## src/hdl/fdhs_ram.sv

```systemverilog
// Generic single-port-write, single-port-read RAM with registered read.
`default_nettype none
module fdhs_ram #(
	parameter int WIDTH = 16,
	parameter int DEPTH = 256
) (
	input  wire logic                     clk,
	input  wire logic                     wr_en,
	input  wire logic [$clog2(DEPTH)-1:0] wr_addr,
	input  wire logic [WIDTH-1:0]         wr_data,
	input  wire logic                     rd_en,
	input  wire logic [$clog2(DEPTH)-1:0] rd_addr,
	output logic      [WIDTH-1:0]         rd_data
);

	logic [WIDTH-1:0] mem [DEPTH];

	always_ff @(posedge clk) begin
		if (wr_en) begin
			mem[wr_addr] <= wr_data;
		end
		if (rd_en) begin
			rd_data <= mem[rd_addr];
		end
	end

endmodule
`default_nettype wire

```

## config.mk

```make
export PLATFORM = sky130hd
export DESIGN_NAME = fdhs_ram
export DESIGN_NICKNAME = d
export VERILOG_FILES = /design/src/hdl/fdhs_ram.sv
export SDC_FILE = /design/constraint.sdc
export NUM_CORES = 2
export LEC_CHECK = 0
export BUFFER_PORTS_ARGS = -buffer_cell sky130_fd_sc_hd__buf_2
export CAP_MARGIN = 10
export CORE_ASPECT_RATIO = 0.75
export CORE_MARGIN = 2
export CORE_UTILIZATION = 66
export CTS_BUF_LIST = sky130_fd_sc_hd__clkbuf_4 sky130_fd_sc_hd__clkbuf_8
export CTS_CLUSTER_SIZE = 14
export DETAILED_ROUTE_END_ITERATION = 8
export PLACE_DENSITY_LB_ADDON = 0.3
export SLEW_MARGIN = 15
export SYNTH_ARGS = -nofsm -noshare
export SYNTH_HDL_FRONTEND = slang
export SYNTH_SLANG_ARGS = --single-unit
```

## constraint.sdc

```tcl
create_clock -name clk -period 4 [get_ports clk]
set_input_delay 1.2 -clock clk [delete_from_list [all_inputs] [get_ports clk]]
set_output_delay 1.2 -clock clk [all_outputs]
set_load 0.1 [all_outputs]
```

==> flow_summary.yaml <==
final_layout:
  final_cell_mix: "edfxtp_1 (4112), mux4_2 (797), buf_4 (699)"
  syn_to_final_growth_pct: 12.8
  fin_util: 0.751
  layout_commonest_cell: "edfxtp_1"
  nets: 8400
  drive_gt1_frac: 0.303
setup_path:
  crit_start: "rd_addr[1]"
  critPathKind: "in -> reg"
  crit_arrival_ns: 4.70
  crit-reg2reg-launch: "mem[58][5]"
  critPathLaunchType: "input pin"
  critPathRequiredTime_ns: 4.84
  end_kind: "flop"
  crit_fanout: 31
synth:
  syn_area_per_cell_um2: 21.6
  synth_nets: 7395
  ys.flop_type: "edfxtp_1"
  ys_seq_area_frac: 0.777
  synth-edff-count: 4112
  synth_cells: 7360
  netlist_area_mm2: 0.159
  ys_ff_latch: 4112
  ys_async_sr_fraction: 0
  yosys-top-cells-area: "edfxtp_1 (78%), mux4_2 (11%), mux2i_1 (3.6%)"
  yosys.area.top_type: "edfxtp_1"
  yosysWarningCount: 0
  synth_top_area_frac: 0.777
  ys_types: 51
power_and_ir_drop:
  total_power_w: 0.0841
  ir_drop_uv: 399
  power.density_mw_per_mm2: 469
  leakage_nw: 58.2
  pwr-share-seq: 0.566
  share_comb_of_total_power: 0.059
  clkPwrFrac: 0.376
  swShare: 0.222
  p_sw_w: 0.0186
  p_int_w: 0.0654
floorplanning:
  start_util: 0.666
  ios: 51
  core_area_mm2: 0.239
  fp-row-count: 155
  dieArea_mm2: 0.245
  die_h_um: 429
  die-width_um: 571
hold_path:
  worst_hold_path_type: "in -> reg"
  hp-start: "wr_data[11]"
clock_network:
  cts_tree: "built"
  postCtsSetupRepairBufs: 0
  root_buffer: "clkbuf_8"
  clock_latency_ns: 1.09
  clkTransAtPathRegs_ns: 0.06
  cts_sinks: 4112
  htree_levels: 6
  clk_path_buf_depth: 4
  numCtsBuffers: 590
grt:
  grt_overflow_total: 0
  grt_pass1_wl_um: 592000
  grt_use_total: 0.343
  grt_pass1_vias: 82900
  antenna_found_initial: 29
  grt_max_degree: 133
routing:
  drtAntennaViolNets: 0
  drt_iter0_drc: 14500
  viasPerCell: 7.04
  wl_per_cell_um: 34.9
  routed_wl_um: 417000
  vias: 84100
  drtPass1Iterations: 9
  drc: 0
timing:
  rsz0062_at_grt: "false"
  fmax_mhz: 259
  finalHoldViolCount: 0
  fin_crit_ns: 3.86
  setup_viol: 0
  worstMarginPinSlew_ns: 1.24
  drv_slew: 0
  slew_headroom: 0.167
  clock_skew_ns: 0.0571
  fin_crit_sh: 0.965
run:
  cap_violations: 0
place:
  port_buffers: 50
  dp_hpwl_um: 257000
  gp_congestion: 0.950
outcome:
  status: "finished, final reports clean"
==> flip-flops by register name (all words and copies together), names as in the netlist <==
register and count:
mem 4096, rd_data 16
==> path summary, 6_finish.rpt <==
path                            cells past startpoint           end  slack [ns]
worst min-delay path                                1  mem[104][11]        0.60
worst max-delay path                               10    rd_data[0]        0.14
worst max register to register                      6    rd_data[5]        0.84
worst min register to register                      5    rd_data[4]        1.18
==> timing repair <==
item                                    4_1_cts  5_1_grt
endpoints found under the setup margin        0        1
hold buffers                                  0        0
resized for setup                             0        1
==> cell families after synthesis <==
group	count (synthesis)	share of synthesized area
flip-flops	4112	0.777
multiplexers	1450	0.155
AO/OA/AOI/OAI	786	0.0353
AND/OR/NAND/NOR	556	0.0157
buffers and inverters	456	0.0169
==> power by group through the flow <==
stage	registers, W	logic (W)	clock network [W]
5_1_grt	0.0475	0.00506	0.0335
3_5_place_dp	0.0485	0.00479	0
2_1_floorplan	0.0486	0.00234	0
4_1_cts	0.0476	0.00481	0.0318
3_3_place_gp	0.0485	0.00466	0
6_report	0.0476	0.00492	0.0316
==> cell type report <==
cell class | instances | area, um2
antenna | 21 | 52.6
sequential | 4112 | 123000
multi-input combinational | 2792 | 32800
timing repair buffer | 865 | 8020
clock buffer | 791 | 9740
fill | 12200 | 59300
tap | 3140 | 3930
clock inverter | 213 | 1130
inverter | 4 | 27.5
==> synthesized netlist by cell type, types with 4 or more instances <==
| master | count |
|---|---|
| o32ai_1 | 20 |
| nor3_1 | 92 |
| nand4_1 | 26 |
| a22o_1 | 32 |
| buf_4 | 26 |
| o22ai_1 | 148 |
| edfxtp_1 | 4112 |
| buf_8 | 11 |
| mux4_2 | 797 |
| a21oi_1 | 175 |
| nand2_1 | 38 |
| a2111oi_0 | 6 |
| o221ai_1 | 252 |
| a211oi_1 | 18 |
| and3_1 | 11 |
| buf_12 | 5 |
| o31ai_1 | 16 |
| nor4_1 | 17 |
| nor2b_1 | 9 |
| o21ai_0 | 37 |
| a22oi_1 | 43 |
| a221oi_1 | 28 |
| nor2_1 | 304 |
| a31oi_1 | 6 |
| or2_2 | 4 |
| buf_2 | 76 |
| buf_6 | 77 |
| buf_1 | 27 |
| clkbuf_1 | 230 |
| mux2i_1 | 565 |
| nand3_1 | 35 |
| mux2_2 | 88 |
==> per-layer routing <==
layer,GRT usage,routed length [um],vias to the layer above
met5,0,61,-
met2,0.496,187000,6712
met1,0.488,146000,43000
li1,-,-,33300
met3,0.121,65700,983
met4,0.135,17700,10
==> per-stage QoR <==
step / instance area (um2) / hold slack, ns / cells / setup slack (ns) / TNS, ns
detailed placement: 168000 / 1.12 / 10900 / -0.794 / -5.16
floorplan: 159000 / 0.973 / 7360 / 0.551 / 0
global placement: 168000 / 1.14 / 10900 / -0.836 / -4.71
finish: 179000 / 0.604 / 11900 / 0.141 / 0
CTS: 179000 / 0.538 / 11900 / 0.296 / 0
global route: 179000 / 0.577 / 11900 / 0.271 / 0
==> critical path, stage by stage <==
cell and delay, ns:
buf_8 0.20, or2_4 0.38, buf_12 0.19, buf_12 0.23, buf_4 0.20, o221ai_1 0.42
o22ai_1 0.24, a22oi_2 0.55, nand3_1 0.53, nor4_1 0.40
(Power assumes the default switching activity.)
