<file path="src/hdl/fdhs_pkg.sv">
// Shared types and constants of the disk head sweep scheduler.
`default_nettype none
package fdhs_pkg;

	localparam int TRACK_W  = 4;
	localparam int SECTOR_W = 4;
	localparam int WORD_W   = 16;
	localparam int TDATA_W  = 32;

	localparam logic KIND_REQ  = 1'b0;
	localparam logic KIND_TICK = 1'b1;

	typedef enum logic [1:0] {
		RES_ENQ   = 2'd0,
		RES_REJ   = 2'd1,
		RES_READ  = 2'd2,
		RES_WRITE = 2'd3
	} fdhs_res_t;

	typedef enum logic [2:0] {
		ST_CLEAR,
		ST_IDLE,
		ST_EXEC,
		ST_FETCH,
		ST_RESP
	} fdhs_state_t;

	typedef struct packed {
		logic empty;
		logic full;
	} fdhs_qstat_t;

endpackage
`default_nettype wire

</file>
<file path="src/hdl/fdhs_ram.sv">
// Generic single-port-write, single-port-read RAM with registered read.
`default_nettype none
module fdhs_ram #(
	parameter int WIDTH = 16,
	parameter int DEPTH = 256
) (
	input  wire logic                     clk,
	input  wire logic                     wr_en,
	input  wire logic [$clog2(DEPTH)-1:0] wr_addr,
	input  wire logic [WIDTH-1:0]         wr_data,
	input  wire logic                     rd_en,
	input  wire logic [$clog2(DEPTH)-1:0] rd_addr,
	output logic      [WIDTH-1:0]         rd_data
);

	logic [WIDTH-1:0] mem [DEPTH];

	always_ff @(posedge clk) begin
		if (wr_en) begin
			mem[wr_addr] <= wr_data;
		end
		if (rd_en) begin
			rd_data <= mem[rd_addr];
		end
	end

endmodule
`default_nettype wire

</file>
<file path="src/hdl/fdhs_queue.sv">
// Request queue: pointers and count around a RAM holding the entries.
`default_nettype none
module fdhs_queue
	import fdhs_pkg::*;
#(
	parameter int DEPTH = 64,
	parameter int WIDTH = 25
) (
	input  wire logic             clk,
	input  wire logic             arst_n,
	input  wire logic             push,
	input  wire logic [WIDTH-1:0] push_data,
	input  wire logic             pop,
	input  wire logic             rd_req,
	output logic      [WIDTH-1:0] rd_data,
	output fdhs_qstat_t           stat
);

	localparam int AW = $clog2(DEPTH);
	localparam int CW = $clog2(DEPTH + 1);

	logic [AW-1:0] rd_ptr_q;
	logic [AW-1:0] wr_ptr_q;
	logic [CW-1:0] count_q;

	always_ff @(posedge clk or negedge arst_n) begin
		if (!arst_n) begin
			rd_ptr_q <= '0;
			wr_ptr_q <= '0;
			count_q  <= '0;
		end else begin
			if (push) begin
				wr_ptr_q <= (wr_ptr_q == AW'(DEPTH - 1)) ? '0 : wr_ptr_q + 1'b1;
			end
			if (pop) begin
				rd_ptr_q <= (rd_ptr_q == AW'(DEPTH - 1)) ? '0 : rd_ptr_q + 1'b1;
			end
			if (push && !pop) begin
				count_q <= count_q + 1'b1;
			end else if (pop && !push) begin
				count_q <= count_q - 1'b1;
			end
		end
	end

	assign stat.empty = (count_q == '0);
	assign stat.full  = (count_q == CW'(DEPTH));

	fdhs_ram #(
		.WIDTH(WIDTH),
		.DEPTH(DEPTH)
	) u_ram (
		.clk    (clk),
		.wr_en  (push),
		.wr_addr(wr_ptr_q),
		.wr_data(push_data),
		.rd_en  (rd_req),
		.rd_addr(rd_ptr_q),
		.rd_data(rd_data)
	);

endmodule
`default_nettype wire

</file>
<file path="config.mk">
export PLATFORM = sky130hd
export DESIGN_NAME = fdhs_queue
export DESIGN_NICKNAME = d
export VERILOG_FILES = /design/src/hdl/fdhs_pkg.sv /design/src/hdl/fdhs_ram.sv /design/src/hdl/fdhs_queue.sv
export SDC_FILE = /design/constraint.sdc
export NUM_CORES = 2
export LEC_CHECK = 0
export ABC_AREA = 1
export CORE_UTILIZATION = 30
export CTS_CLUSTER_DIAMETER = 200
export DETAILED_ROUTE_END_ITERATION = 6
export DONT_BUFFER_PORTS = 1
export GPL_TIMING_DRIVEN = 0
export PLACE_DENSITY = 0.43
export SLEW_MARGIN = 20
export SYNTH_ARGS = -nofsm -noshare
export SYNTH_HDL_FRONTEND = slang
export SYNTH_HIERARCHICAL = 1
export SYNTH_SLANG_ARGS = --single-unit
</file>
<file path="constraint.sdc">
create_clock -name clk -period 4.28 [get_ports clk]
set_input_delay 0.428 -clock clk [delete_from_list [all_inputs] [get_ports clk]]
set_output_delay 0.428 -clock clk [all_outputs]
set_load 0.01 [all_outputs]
</file>
==> impl_metrics.csv <==
group,metric,value,unit
clocking,htree_levels,4,
place,gp_congestion,0.999,
clocking,clk_latency,0.86,ns
setup_path,crit_chain,"buf_2 -> clkbuf_1 -> nand3_1 -> nand2_1 -> nand2_1 -> nand3_1 -> nand3_1 -> nand2_1",
synth,synth_area,0.0671,mm^2
routing,drc,0,
setup_path,cp_num_buf_inv,2,
routing,wl_per_cell,26.6,um
sta,period_needed,3.45,ns
sta,timing.setup.tns,0,ns
clocking,cts.sinks,1644,
setup_path,worst-r2r-cell-count,8,
sta,report.final.setup_viol,0,
power_and_ir_drop,power_density,704,mW/mm^2
setup_path,slowest_stage,"clkbuf_1",
sta,max_freq,290,MHz
synth,synthDistinctLibCells,33,
grt,grt_max_degree,65,
setup_path,start_kind,"register",
sta,final_max_slew_viol_count,0,
setup_path,cp.arrival,4.07,ns
setup_path,worstPathRequired,4.89,ns
grt,track_usage,21.3,%
routing,vias,44800,
cells_and_area,nFillCells,21700,
floorplan,chipWidth,475,um
setup_path,critical_path.max_fanout,11,
setup_path,endpoint_kind,"register",
cells_and_area,final_cell_mix,"2062 x nand2_1, 1625 x edfxtp_1, 1367 x nand3_1",
worst_hold_path,holdPathStages,1,
cells_and_area,fin_cells,9062,
setup_path,worstReg2RegEnd,"u_ram/rd_data[19]$_DFFE_PP_",
status,outcome,"finished, final reports clean",
floorplan,design.core.area,0.222,mm^2
setup_path,critical_path_class,"register to register",
place,portBuffers,0,
grt,overflow,0,
power_and_ir_drop,p_leak,28.7,nW
setup_path,critPathTopFamily,"simple AND/OR/NAND/NOR gates",
setup_path,regToRegSetupSlack,0.83,ns
cells_and_area,syn_to_final_growth,19.1,%
worst_hold_path,hold_path_end,"u_ram/mem[22][4]$_DFFE_PP_",
sta,hold_viol_final,0,
synth,syn_avg_cell_area,12.0,um^2
cells_and_area,final_common_cell,"nand2_1",
sta,slew_headroom,36.2,%
floorplan,initial_core_util,30.2,%
sta,skew,0.0371,ns
synth,yosys_warnings,6,
sta,rsz0062_at_grt,"no",
routing,first_pass_iters,6,
routing,drt_iter0_markers,4657,
clocking,cts_max_path_buffers,3,
synth,ys_ff_latch,1644,
setup_path,max_stage_delay,0.66,ns
floorplan,dieArea,0.226,mm^2
place,dpl.hpwl,157,mm
clocking,post_cts_resized,0,
worst_hold_path,min_from,"push_data[4]",
clocking,path_clk_slew,0.06,ns
routing,drt-vias-per-instance,4.94,
synth,seq_area_frac_synth,73.4,%
clocking,postCtsSetupRepairBufs,0,
clocking,ctsRootBufferMaster,"clkbuf_16",
floorplan,ios,57,
synth,synth_area_leaders,"edfxtp_1 73%, nand2_1 12%, nand3_1 10%, buf_6 1.8%, buf_2 1.4%",
clocking,cts_buffers,185,
clocking,postCtsHoldBufs,52,
grt,grt_pass1_vias,42200,
synth,syn-instance-count,5582,
place,dp_cells,8660,
floorplan,rows,173,
cells_and_area,nets,5963,
grt,grt_antenna_before_repair,18,
worst_hold_path,min_path_type,"primary input to register",
setup_path,r2r-start,"rd_ptr_q[2]$_DFFE_PN0P_",
synth,synth_top_area_cell,"edfxtp_1",
synth,synth_top_area_share,72.7,%
power_and_ir_drop,ir_drop,0.557,mV
cells_and_area,drive_gt1_share,12.8,%
floorplan,die_y,475,um
routing,wl,241,mm
clocking,cts_tree,"built",
sta,tightest_slew,0.954,ns
routing,final_antenna_net_count,0,
grt,grt_pass1_wl,334,mm
job,maxCapViolations,0,
sta,min_period_over_period,80.7,%
synth,syn_nets,5621,
==> cell usage after synthesis <==
cell	n
nor4_1	8
xor2_1	5
and3_1	1
nor3b_1	1
buf_8	2
nand2_2	2
o22ai_1	2
o21ai_1	1
inv_2	4
nor2_4	1
clkbuf_1	32
nor2_2	1
dfrtp_1	19
xnor2_1	3
buf_4	5
nand2_1	2062
inv_1	29
buf_6	110
ha_1	8
a21oi_1	6
nor3b_2	1
nand3_2	1
nor3_1	3
or2_1	2
nor3_2	1
inv_8	1
buf_1	11
nand4_1	10
nor2_1	66
edfxtp_1	1625
nand3_1	1367
fa_1	1
buf_2	191
==> sequential cells by signal (all words and copies together) (netlist names) <==
name,flops
u_ram/mem,1600
u_ram/rd_data,25
count_q,7
rd_ptr_q,6
wr_ptr_q,6
==> cell families after synthesis <==
| kind of cell | count (synthesis) | share of synthesized area [%] |
|---|---|---|
| adders and majority gates | 9 | 0.179 |
| DFF | 1644 | 73.4 |
| buffers and inverters | 385 | 3.81 |
| xor gates and xnor gates | 8 | 0.104 |
| and+or+nand+nor | 3527 | 22.4 |
| AOI/OAI and AO/OA | 9 | 0.0708 |
==> through the flow <==
stage	hold WS [ns]	total power [mW]	instance area, um^2	worst slack (ns)	util (%)
after floorplan	0.132	30.8	67100	0.411	-
after global placement	0.134	39.5	70800	-3.67	31.9
after detailed placement	0.134	39.9	72900	0.853	32.8
after CTS	0.0000177	56.5	79900	0.875	35.9
after global routing	0.0271	58.7	79900	0.853	36.0
final	0.0424	56.3	79900	0.827	36.0
==> worst reg2reg max path: cells and delay by family, from the launching register on <==
family	cells	cell delay [ns]
buffers and inverters	2	1.25
DFF	1	0.54
and+or+nand+nor	6	1.42
==> routing by layer <==
| layer | track usage (%) | vias up | share of wire, % | wire length (um) |
|---|---|---|---|---|
| met5 | 0 | - | 0.0054 | 13 |
| met4 | 7.38 | 2 | 3.4 | 8080 |
| met3 | 2.66 | 288 | 5.7 | 13700 |
| met2 | 33.2 | 1424 | 46 | 111000 |
| met1 | 30.3 | 22600 | 45 | 109000 |
| li1 | - | 20400 | - | - |
==> worst max path at each step <==
| stage | start | depth (start not counted) | endpoint | slack [ns] |
|---|---|---|---|---|
| 6_report | rd_ptr_q[2]$_DFFE_PN0P_ | 8 | u_ram/rd_data[19]$_DFFE_PP_ | 0.83 |
| 5_1_grt | rd_ptr_q[1]$_DFFE_PN0P_ | 11 | u_ram/rd_data[10]$_DFFE_PP_ | 0.85 |
| 4_1_cts | rd_ptr_q[2]$_DFFE_PN0P_ | 8 | u_ram/rd_data[19]$_DFFE_PP_ | 0.87 |
| 3_5_place_dp | push | 8 | u_ram/mem[55][0]$_DFFE_PP_ | 0.85 |
| 3_3_place_gp | push | 3 | u_ram/mem[55][0]$_DFFE_PP_ | -3.67 |
| 2_1_floorplan | push | 3 | u_ram/mem[48][0]$_DFFE_PP_ | 0.41 |
==> final cells by class <==
| class | instances | area [um^2] | area share, % |
|---|---|---|---|
| Antenna cell | 9 | 22.5 | 0.0282 |
| Multi-Input combinational cell | 3553 | 15800 | 19.7 |
| Inverter | 34 | 135 | 0.169 |
| Clock inverter | 110 | 1110 | 1.39 |
| Tap cell | 2975 | 3720 | 4.66 |
| Buffer | 351 | 2430 | 3.04 |
| Clock buffer | 231 | 4960 | 6.20 |
| Sequential cell | 1644 | 49300 | 61.6 |
| Timing Repair Buffer | 155 | 2540 | 3.17 |
==> report_power, final <==
group,internal [mW],total [mW],switching (mW)
sequential,18.5,18.8,0.341
clock,9.44,16.1,6.63
combinational,5.58,21.4,15.8
Note: power is estimated with default switching activity, not from simulation.
