File: src/hdl/fdhs_head.sv
// Head position: sector step, track change at end of track, reversal at the edges.
`default_nettype none
module fdhs_head #(
	parameter int NUM_TRACKS        = 16,
	parameter int SECTORS_PER_TRACK = 16
) (
	input  wire logic                                   clk,
	input  wire logic                                   arst_n,
	input  wire logic                                   norm,
	input  wire logic                                   adv,
	output logic [$clog2(NUM_TRACKS)-1:0]               track,
	output logic [$clog2(SECTORS_PER_TRACK + 1)-1:0]    sector,
	output logic                                        up
);

	localparam int TK_W = $clog2(NUM_TRACKS);
	localparam int HS_W = $clog2(SECTORS_PER_TRACK + 1);
	localparam logic [TK_W-1:0] LAST_TRK = TK_W'(NUM_TRACKS - 1);
	localparam logic [HS_W-1:0] SEC_END  = HS_W'(SECTORS_PER_TRACK);

	logic [TK_W-1:0] track_q, trk_n;
	logic [HS_W-1:0] sector_q, sec_n;
	logic            up_q, up_n;

	always_comb begin
		trk_n = track_q;
		sec_n = sector_q;
		up_n  = up_q;
		if (norm && sector_q == SEC_END) begin
			sec_n = '0;
			if (up_q) begin
				if (track_q == LAST_TRK) up_n = 1'b0;
				else trk_n = track_q + 1'b1;
			end else begin
				if (track_q == '0) up_n = 1'b1;
				else trk_n = track_q - 1'b1;
			end
		end else if (adv) begin
			sec_n = sector_q + 1'b1;
		end
	end

	always_ff @(posedge clk or negedge arst_n) begin
		if (!arst_n) begin
			track_q  <= '0;
			sector_q <= '0;
			up_q     <= 1'b1;
		end else begin
			track_q  <= trk_n;
			sector_q <= sec_n;
			up_q     <= up_n;
		end
	end

	assign track  = track_q;
	assign sector = sector_q;
	assign up     = up_q;

endmodule
`default_nettype wire

File: config.mk
export PLATFORM = sky130hd
export DESIGN_NAME = fdhs_head
export DESIGN_NICKNAME = d
export VERILOG_FILES = /design/src/hdl/fdhs_head.sv
export SDC_FILE = /design/constraint.sdc
export NUM_CORES = 1
export LEC_CHECK = 0
export BUFFER_PORTS_ARGS = -buffer_cell sky130_fd_sc_hd__buf_2
export CAP_MARGIN = 20
export CORE_AREA = 2 2 39 41
export DETAILED_ROUTE_END_ITERATION = 10
export DIE_AREA = 0 0 41 43
export GPL_ROUTABILITY_DRIVEN = 0
export PLACE_DENSITY = 0.67
export SYNTH_ARGS = -nofsm -noshare
export SYNTH_HDL_FRONTEND = slang
export SYNTH_SLANG_ARGS = --single-unit
File: constraint.sdc
create_clock -name clk -period 2.33 [get_ports clk]
set_input_delay 0.233 -clock clk [delete_from_list [all_inputs] [get_ports clk]]
set_output_delay 0.233 -clock clk [all_outputs]
set_load 0.02 [all_outputs]
==> results of run 1 <==
-- worst max-delay path: stages (launching register included) --
cell      delay (ns)
dfstp_2         0.58
inv_1           0.11
ha_1            0.33
a21oi_1         0.19
and3_1          0.17
o211ai_1        0.09
xnor2_1         0.15
-- per-layer routing --
layer	global-route usage, %	part of all wire (%)
met5	0	0
met4	10.00	0
met3	1.571	3.7
met2	22.19	50
met1	17.23	46
-- area by class of cell --
cell class	instances	share of cell area, %
flip-flops and latches	10	36.55
inverters	3	1.636
multi-input cells	38	44.18
repair buffers	14	10.91
well taps	16	2.909
clock buffers	4	3.818
-- stage by stage --
stage / setup WS (ns) / instances / instance area (µm²)
after floorplan: 0.6231 / 52 / 578.1
after global placement: 0.6222 / 80 / 651.9
after detailed placement: 0.6123 / 80 / 651.9
after CTS: 0.6081 / 85 / 688.2
after global routing: 0.5339 / 85 / 688.2
final: 0.6005 / 85 / 688.2
-- power breakdown --
group          switching, W  internal (W)  total (W)  leakage, nW
Clock             0.0000551     0.0000659   0.000121       0.0150
Combinational      0.000179      0.000130   0.000309        0.221
Sequential        0.0000879      0.000235   0.000323        0.125
-- cells by family (layout without fill, tap and decap cells) --
group	count (synthesis)	count (layout)	share of synthesized area [%]
simple gates	16	16	14.50
compound gates	8	8	10.17
buf+inv	4	21	3.896
flops	10	10	43.51
fa+ha+maj	5	5	12.12
mux	2	2	5.195
xor+xnor	7	7	10.61
-- layout by cell type, fill, tap and decap left out --
cell type      netlist  final
and4_1               1      1
o21ai_0              1      1
nand2_1              2      2
o31ai_1              1      1
nor2_1               5      5
dfrtp_1              9      9
clkbuf_1             0      1
fa_1                 1      1
nor3_1               1      1
clkbuf_4             0      3
mux2_4               2      2
o2bb2ai_1            1      1
and2_4               1      1
buf_2                0     13
a2bb2oi_2            1      1
ha_1                 4      4
and3_1               1      1
inv_1                3      3
nand4_1              3      3
nand3_1              2      2
dfstp_2              1      1
a21oi_1              3      3
xor2_1               4      4
o211ai_1             1      1
xnor2_1              3      3
dlygate4sd3_1        0      1
-- state kept, by name, summed over array words and instances (netlist names) --
register	flops
sector	5
track	4
up	1
-- path summary, 6_finish.rpt --
kind	startpoint	to	slack (ns)	cells past startpoint
setup / recovery	up$_DFFE_PN1P_	track[3]$_DFFE_PN0P_	0.60	6
hold / removal	adv	sector[1]$_DFFE_PN0P_	0.25	2
setup reg to reg	up$_DFFE_PN1P_	track[3]$_DFFE_PN0P_	0.60	6
hold reg to reg	sector[3]$_DFFE_PN0P_	sector[3]$_DFFE_PN0P_	0.52	1
max in group asynchronous	arst_n	up$_DFFE_PN1P_	1.72	2
min in group asynchronous	arst_n	track[3]$_DFFE_PN0P_	0.35	2
-- repair_timing --
action                                 in CTS  in global routing
hold buffers                                1                  0
endpoints found under the hold margin       9                  0
setup endpoints to repair                   0                  0
==> key figures, run 1 <==
Status
  • Status: complete, no violations

CTS
  • Clock transition at path regs: around 0.070 ns
  • Root Buffer: clkbuf_4
  • Clock latency on the worst-skew pair: approximately 0.26 ns
  • Maximum root-to-sink buffer count: 2
  • # clock sinks: 10
  • Total CTS buffers: 3
  • H-tree depth: 1
  • Setup repair bufs after CTS: 0
  • TritonCTS clock tree: built
  • Post-CTS Resized: 0

Route
  • Post-Route WL: 1.059 mm
  • DRT iter0 DRCs: 1
  • Routed Antenna Nets: 0
  • DR vias: between 400 and 500
  • DRC: 0
  • Average wire per standard cell: 12.46 µm
  • Vias per cell: ~5
  • DRT Pass-1 Iters: 4

Timing
  • Clock Skew: around 0.0070 ns
  • Post-route minimum period: ~1.7 ns
  • RSZ-0062 raised after global routing: false
  • Fin Setup TNS: 0 ns
  • Worst slew pin tran: approximately 0.30 ns
  • WHS: approximately 0.25 ns
  • Hold Fails Final Rpt: 0
  • Slew HR: between 70% and 80%
  • Period utilisation layout: between 70% and 80%
  • Final slew viol count: 0
  • Setup-failing EPs final: 0
  • Fmax: around 580 MHz

Run
  • MaxCap Viol Count: 0

Power and ir drop
  • Max IR drop VDD: roughly 390 µV
  • Power consumption: between 0.0007 and 0.0008 W
  • Leakage power: 0.3610 nW
  • Cell Pwr Density: between 1000 and 1500 nW/µm²

Global routing
  • Antenna violations before repair: 0
  • Largest net degree at the start of global routing: 11
  • First-pass GRT wire length: roughly 1.6 mm
  • Vias in the first global route: 404
  • GR Util All Layers: 14.27%
  • Gr ovfl total: 0

Synth
  • Syn_nets: 61
  • Mapped Area: 578.1 µm²
  • Post-synth ARST share: 100.0%
  • Share of Yosys cell area claimed by the top area cell type: between 30% and 40%
  • Syn Inst Count: 52
  • Synth area leader: dfrtp_1
  • Synth cell count leaders: 9 x dfrtp_1, 5 x nor2_1, 4 x ha_1, 4 x xor2_1
  • Seq cells post-synth: 10
  • Most used DFF post-synth: dfrtp_1
  • Register area share after synthesis: between 40% and 50%
  • Top-count cell post-synth: dfrtp_1
  • Top post-synthesis cells by area: dfrtp_1 39%, ha_1 8.7%, xor2_1 6.1%
  • Total number of yosys warnings: 0
  • Post-synth EDFFs: 0
  • Synth cell types: 23
  • Syn Area/Cell: between 10 and 15 µm²

Worst setup path
  • Startpoint Class: register
  • Max FO, Critical Path: 6
  • WP data required: between 2 and 2.5 ns
  • Critical Path AT: between 1.5 and 2 ns
  • Crit. End Element: register
  • Kind of critical path: register to register

Layout
  • FILL cells: 140
  • Layout cells sized above 1: 30.43%
  • P&R area growth vs syn: 19.05%
  • Storage element area: between 200 and 300 µm²
  • Multi-input logic area: 304.0 µm²
  • Final nets: 79
  • Util after Layout: 49.73%
  • Diode count: 0

Floorplan
  • Die ar.: about 1800 µm²
  • Die Width: ~41 µm
  • Core ar.: around 1400 µm²
  • I/O Pins: 14
  • Cell row count: 14
  • Initial Utilization: about two fifths
  • Die Ht: around 43 µm

Placed design
  • Final HPWL DP: between 700 and 800 µm
  • Port buffer count: 13

Min path
  • Worst hold path class: input pin to register
Power figures use the tool's default switching activity.
==> run 2: changes to the inputs <==
Clock period 2.33 ns to 1.8 ns, I/O delays scaled along.
==> key figures, run 2 (synthesized netlist as in run 1, its figures left out) <==
Status
  • Status: complete, no violations

Floorplan
  • I/O Pins: 14
  • Die Width: slightly above 40 µm
  • Die ar.: roughly 1800 µm²
  • Initial Utilization: a little over two fifths
  • Cell row count: 14
  • Core ar.: between 1000 and 1500 µm²
  • Die Ht: 43 µm

Worst setup path
  • Startpoint Class: register
  • CP delay by family, top: flip-flops
  • Crit path buffers/inverters: 1
  • WP data required: around 2.0 ns
  • CP peak stage delay: 0.57 ns
  • Crit. End Element: register
  • Cells along the critical path: inv_1, ha_4, nand3_1, and3_1, o211ai_1, xnor2_1
  • Crit path max-delay cell type: dfstp_2
  • Critical Path AT: 1.82 ns
  • Kind of critical path: register to register
  • CP Depth: 6
  • Reg2reg path depth: 6
  • Max FO, Critical Path: 6

Route
  • Average wire per standard cell: about 12 µm
  • DR vias: roughly 450
  • Vias per cell: between 5 and 6
  • Post-Route WL: ~1.1 mm
  • DRT Pass-1 Iters: 4
  • DRC: 0
  • DRT iter0 DRCs: 6
  • Routed Antenna Nets: 0

Layout
  • Layout cells sized above 1: 32.86%
  • Diode count: 0
  • Most common cell after layout, fill and taps aside: buf_2
  • Max reg flops: 5
  • Commonest cells after routing, fill and taps aside: 13 x buf_2, 9 x dfrtp_1, 5 x nor2_1
  • FILL cells: between 100 and 150
  • P&R area growth vs syn: 22.51%
  • Final nets: 80

Timing
  • Slew HR: ~78%
  • Hold Fails Final Rpt: 0
  • Setup-failing EPs final: 0
  • WHS: approximately 0.18 ns
  • Post-route minimum period: 1.637 ns
  • RSZ-0062 raised after global routing: false
  • Worst slew pin tran: 0.3282 ns
  • Period utilisation layout: between 90% and 100%
  • Clock Skew: a little under 0.005 ns
  • Fmax: between 600 and 700 MHz
  • Final slew viol count: 0
  • Fin Setup TNS: 0 ns

Power and ir drop
  • P_int: ~0.00056 W
  • Net Sw Frac: about 43%
  • Sw Pwr: 0.0004199 W
  • Leakage power: 0.3634 nW
  • Max IR drop VDD: between 600 and 700 µV
  • Logic pwr share: between 40% and 50%
  • Clock power share: between 10% and 20%
  • Reg power frac: a little over two fifths
  • Power consumption: about 0.001 W
  • Cell Pwr Density: roughly 1400 nW/µm²

Global routing
  • GR Util All Layers: a little over an eighth
  • Vias in the first global route: 381
  • Antenna violations before repair: 0
  • Gr ovfl total: 0
  • Largest net degree at the start of global routing: 11
  • First-pass GRT wire length: between 1.5 and 2 mm

CTS
  • Clock latency on the worst-skew pair: around 0.26 ns
  • Total CTS buffers: 3
  • Root Buffer: clkbuf_4
  • Setup repair bufs after CTS: 0
  • TritonCTS clock tree: built
  • Maximum root-to-sink buffer count: 2
  • # clock sinks: 10
  • H-tree depth: 1
  • Clock transition at path regs: roughly 0.07 ns

Min path
  • Hold path depth: 2
  • Worst hold path class: input pin to register

Placed design
  • Port buffer count: 13
  • Final HPWL DP: 784.1 µm

Run
  • MaxCap Viol Count: 0
==> run 2: cell count changes in the layout (fill, tap and decap cells not counted), sizes merged <==
cell  before  now
buf       13   14
==> run 2: worst paths after layout <==
path                           startpoint                     to  slack, ns
max                        up$_DFFE_PN1P_   track[3]$_DFFE_PN0P_       0.16
min                                   adv  sector[1]$_DFFE_PN0P_       0.18
max reg2reg                up$_DFFE_PN1P_   track[3]$_DFFE_PN0P_       0.16
min reg2reg                up$_DFFE_PN1P_         up$_DFFE_PN1P_       0.52
max in group asynchronous          arst_n         up$_DFFE_PN1P_       1.23
min in group asynchronous          arst_n  sector[2]$_DFFE_PN0P_       0.31
==> run 2: metal layers <==
layer	wire, µm	share of wire [%]	vias up	global-route usage [%]
met2	514	49	15	20.31
li1	-	-	221	-
met3	53	5.0	2	1.571
met5	0	0	-	0
met4	15	1.4	0	12.00
met1	471	45	215	16.33
==> run 2: power by group through the flow <==
stage / Combinational [W] / Sequential (W) / Clock [W]
6_report: 0.000405 / 0.000418 / 0.000159
3_3_place_gp: 0.000399 / 0.000419 / 0
4_1_cts: 0.000412 / 0.000419 / 0.000163
2_1_floorplan: 0.000182 / 0.000506 / 0
5_1_grt: 0.000453 / 0.000435 / 0.000177
3_5_place_dp: 0.000407 / 0.000422 / 0
==> run 2: area by class of cell <==
cell class	instances	area, µm²	area share, %
inverters	3	11.26	1.590
multi-input cells	38	316.6	44.70
flip-flops and latches	10	251.5	35.51
clock buffers	4	26.28	3.710
repair buffers	15	82.58	11.66
well taps	16	20.02	2.827
==> run 2: what timing repair did <==
item / 4_1_cts / 5_1_grt
resized for setup: 0 / 1
setup endpoints to repair: 0 / 1
hold buffers: 1 / 0
endpoints found under the hold margin: 9 / 0
==> run 2: through the flow <==
| step | cells | utilization [%] | setup slack (ns) | cell area (µm²) |
|---|---|---|---|---|
| 5_1_grt | 86 | 51.18 | 0.009134 | 708.2 |
| 2_1_floorplan | 52 | - | 0.09312 | 578.1 |
| 4_1_cts | 86 | 50.27 | 0.1134 | 695.7 |
| 6_report | 86 | 51.18 | 0.1627 | 708.2 |
| 3_3_place_gp | 81 | 47.65 | 0.1555 | 659.4 |
| 3_5_place_dp | 81 | 47.65 | 0.1202 | 659.4 |
==> run 2: worst reg2reg max path, stage by stage (launching register included) <==
cell and delay (ns):
dfstp_2 0.57, inv_1 0.12, ha_4 0.30, nand3_1 0.08
and3_1 0.18, o211ai_1 0.18, xnor2_1 0.14
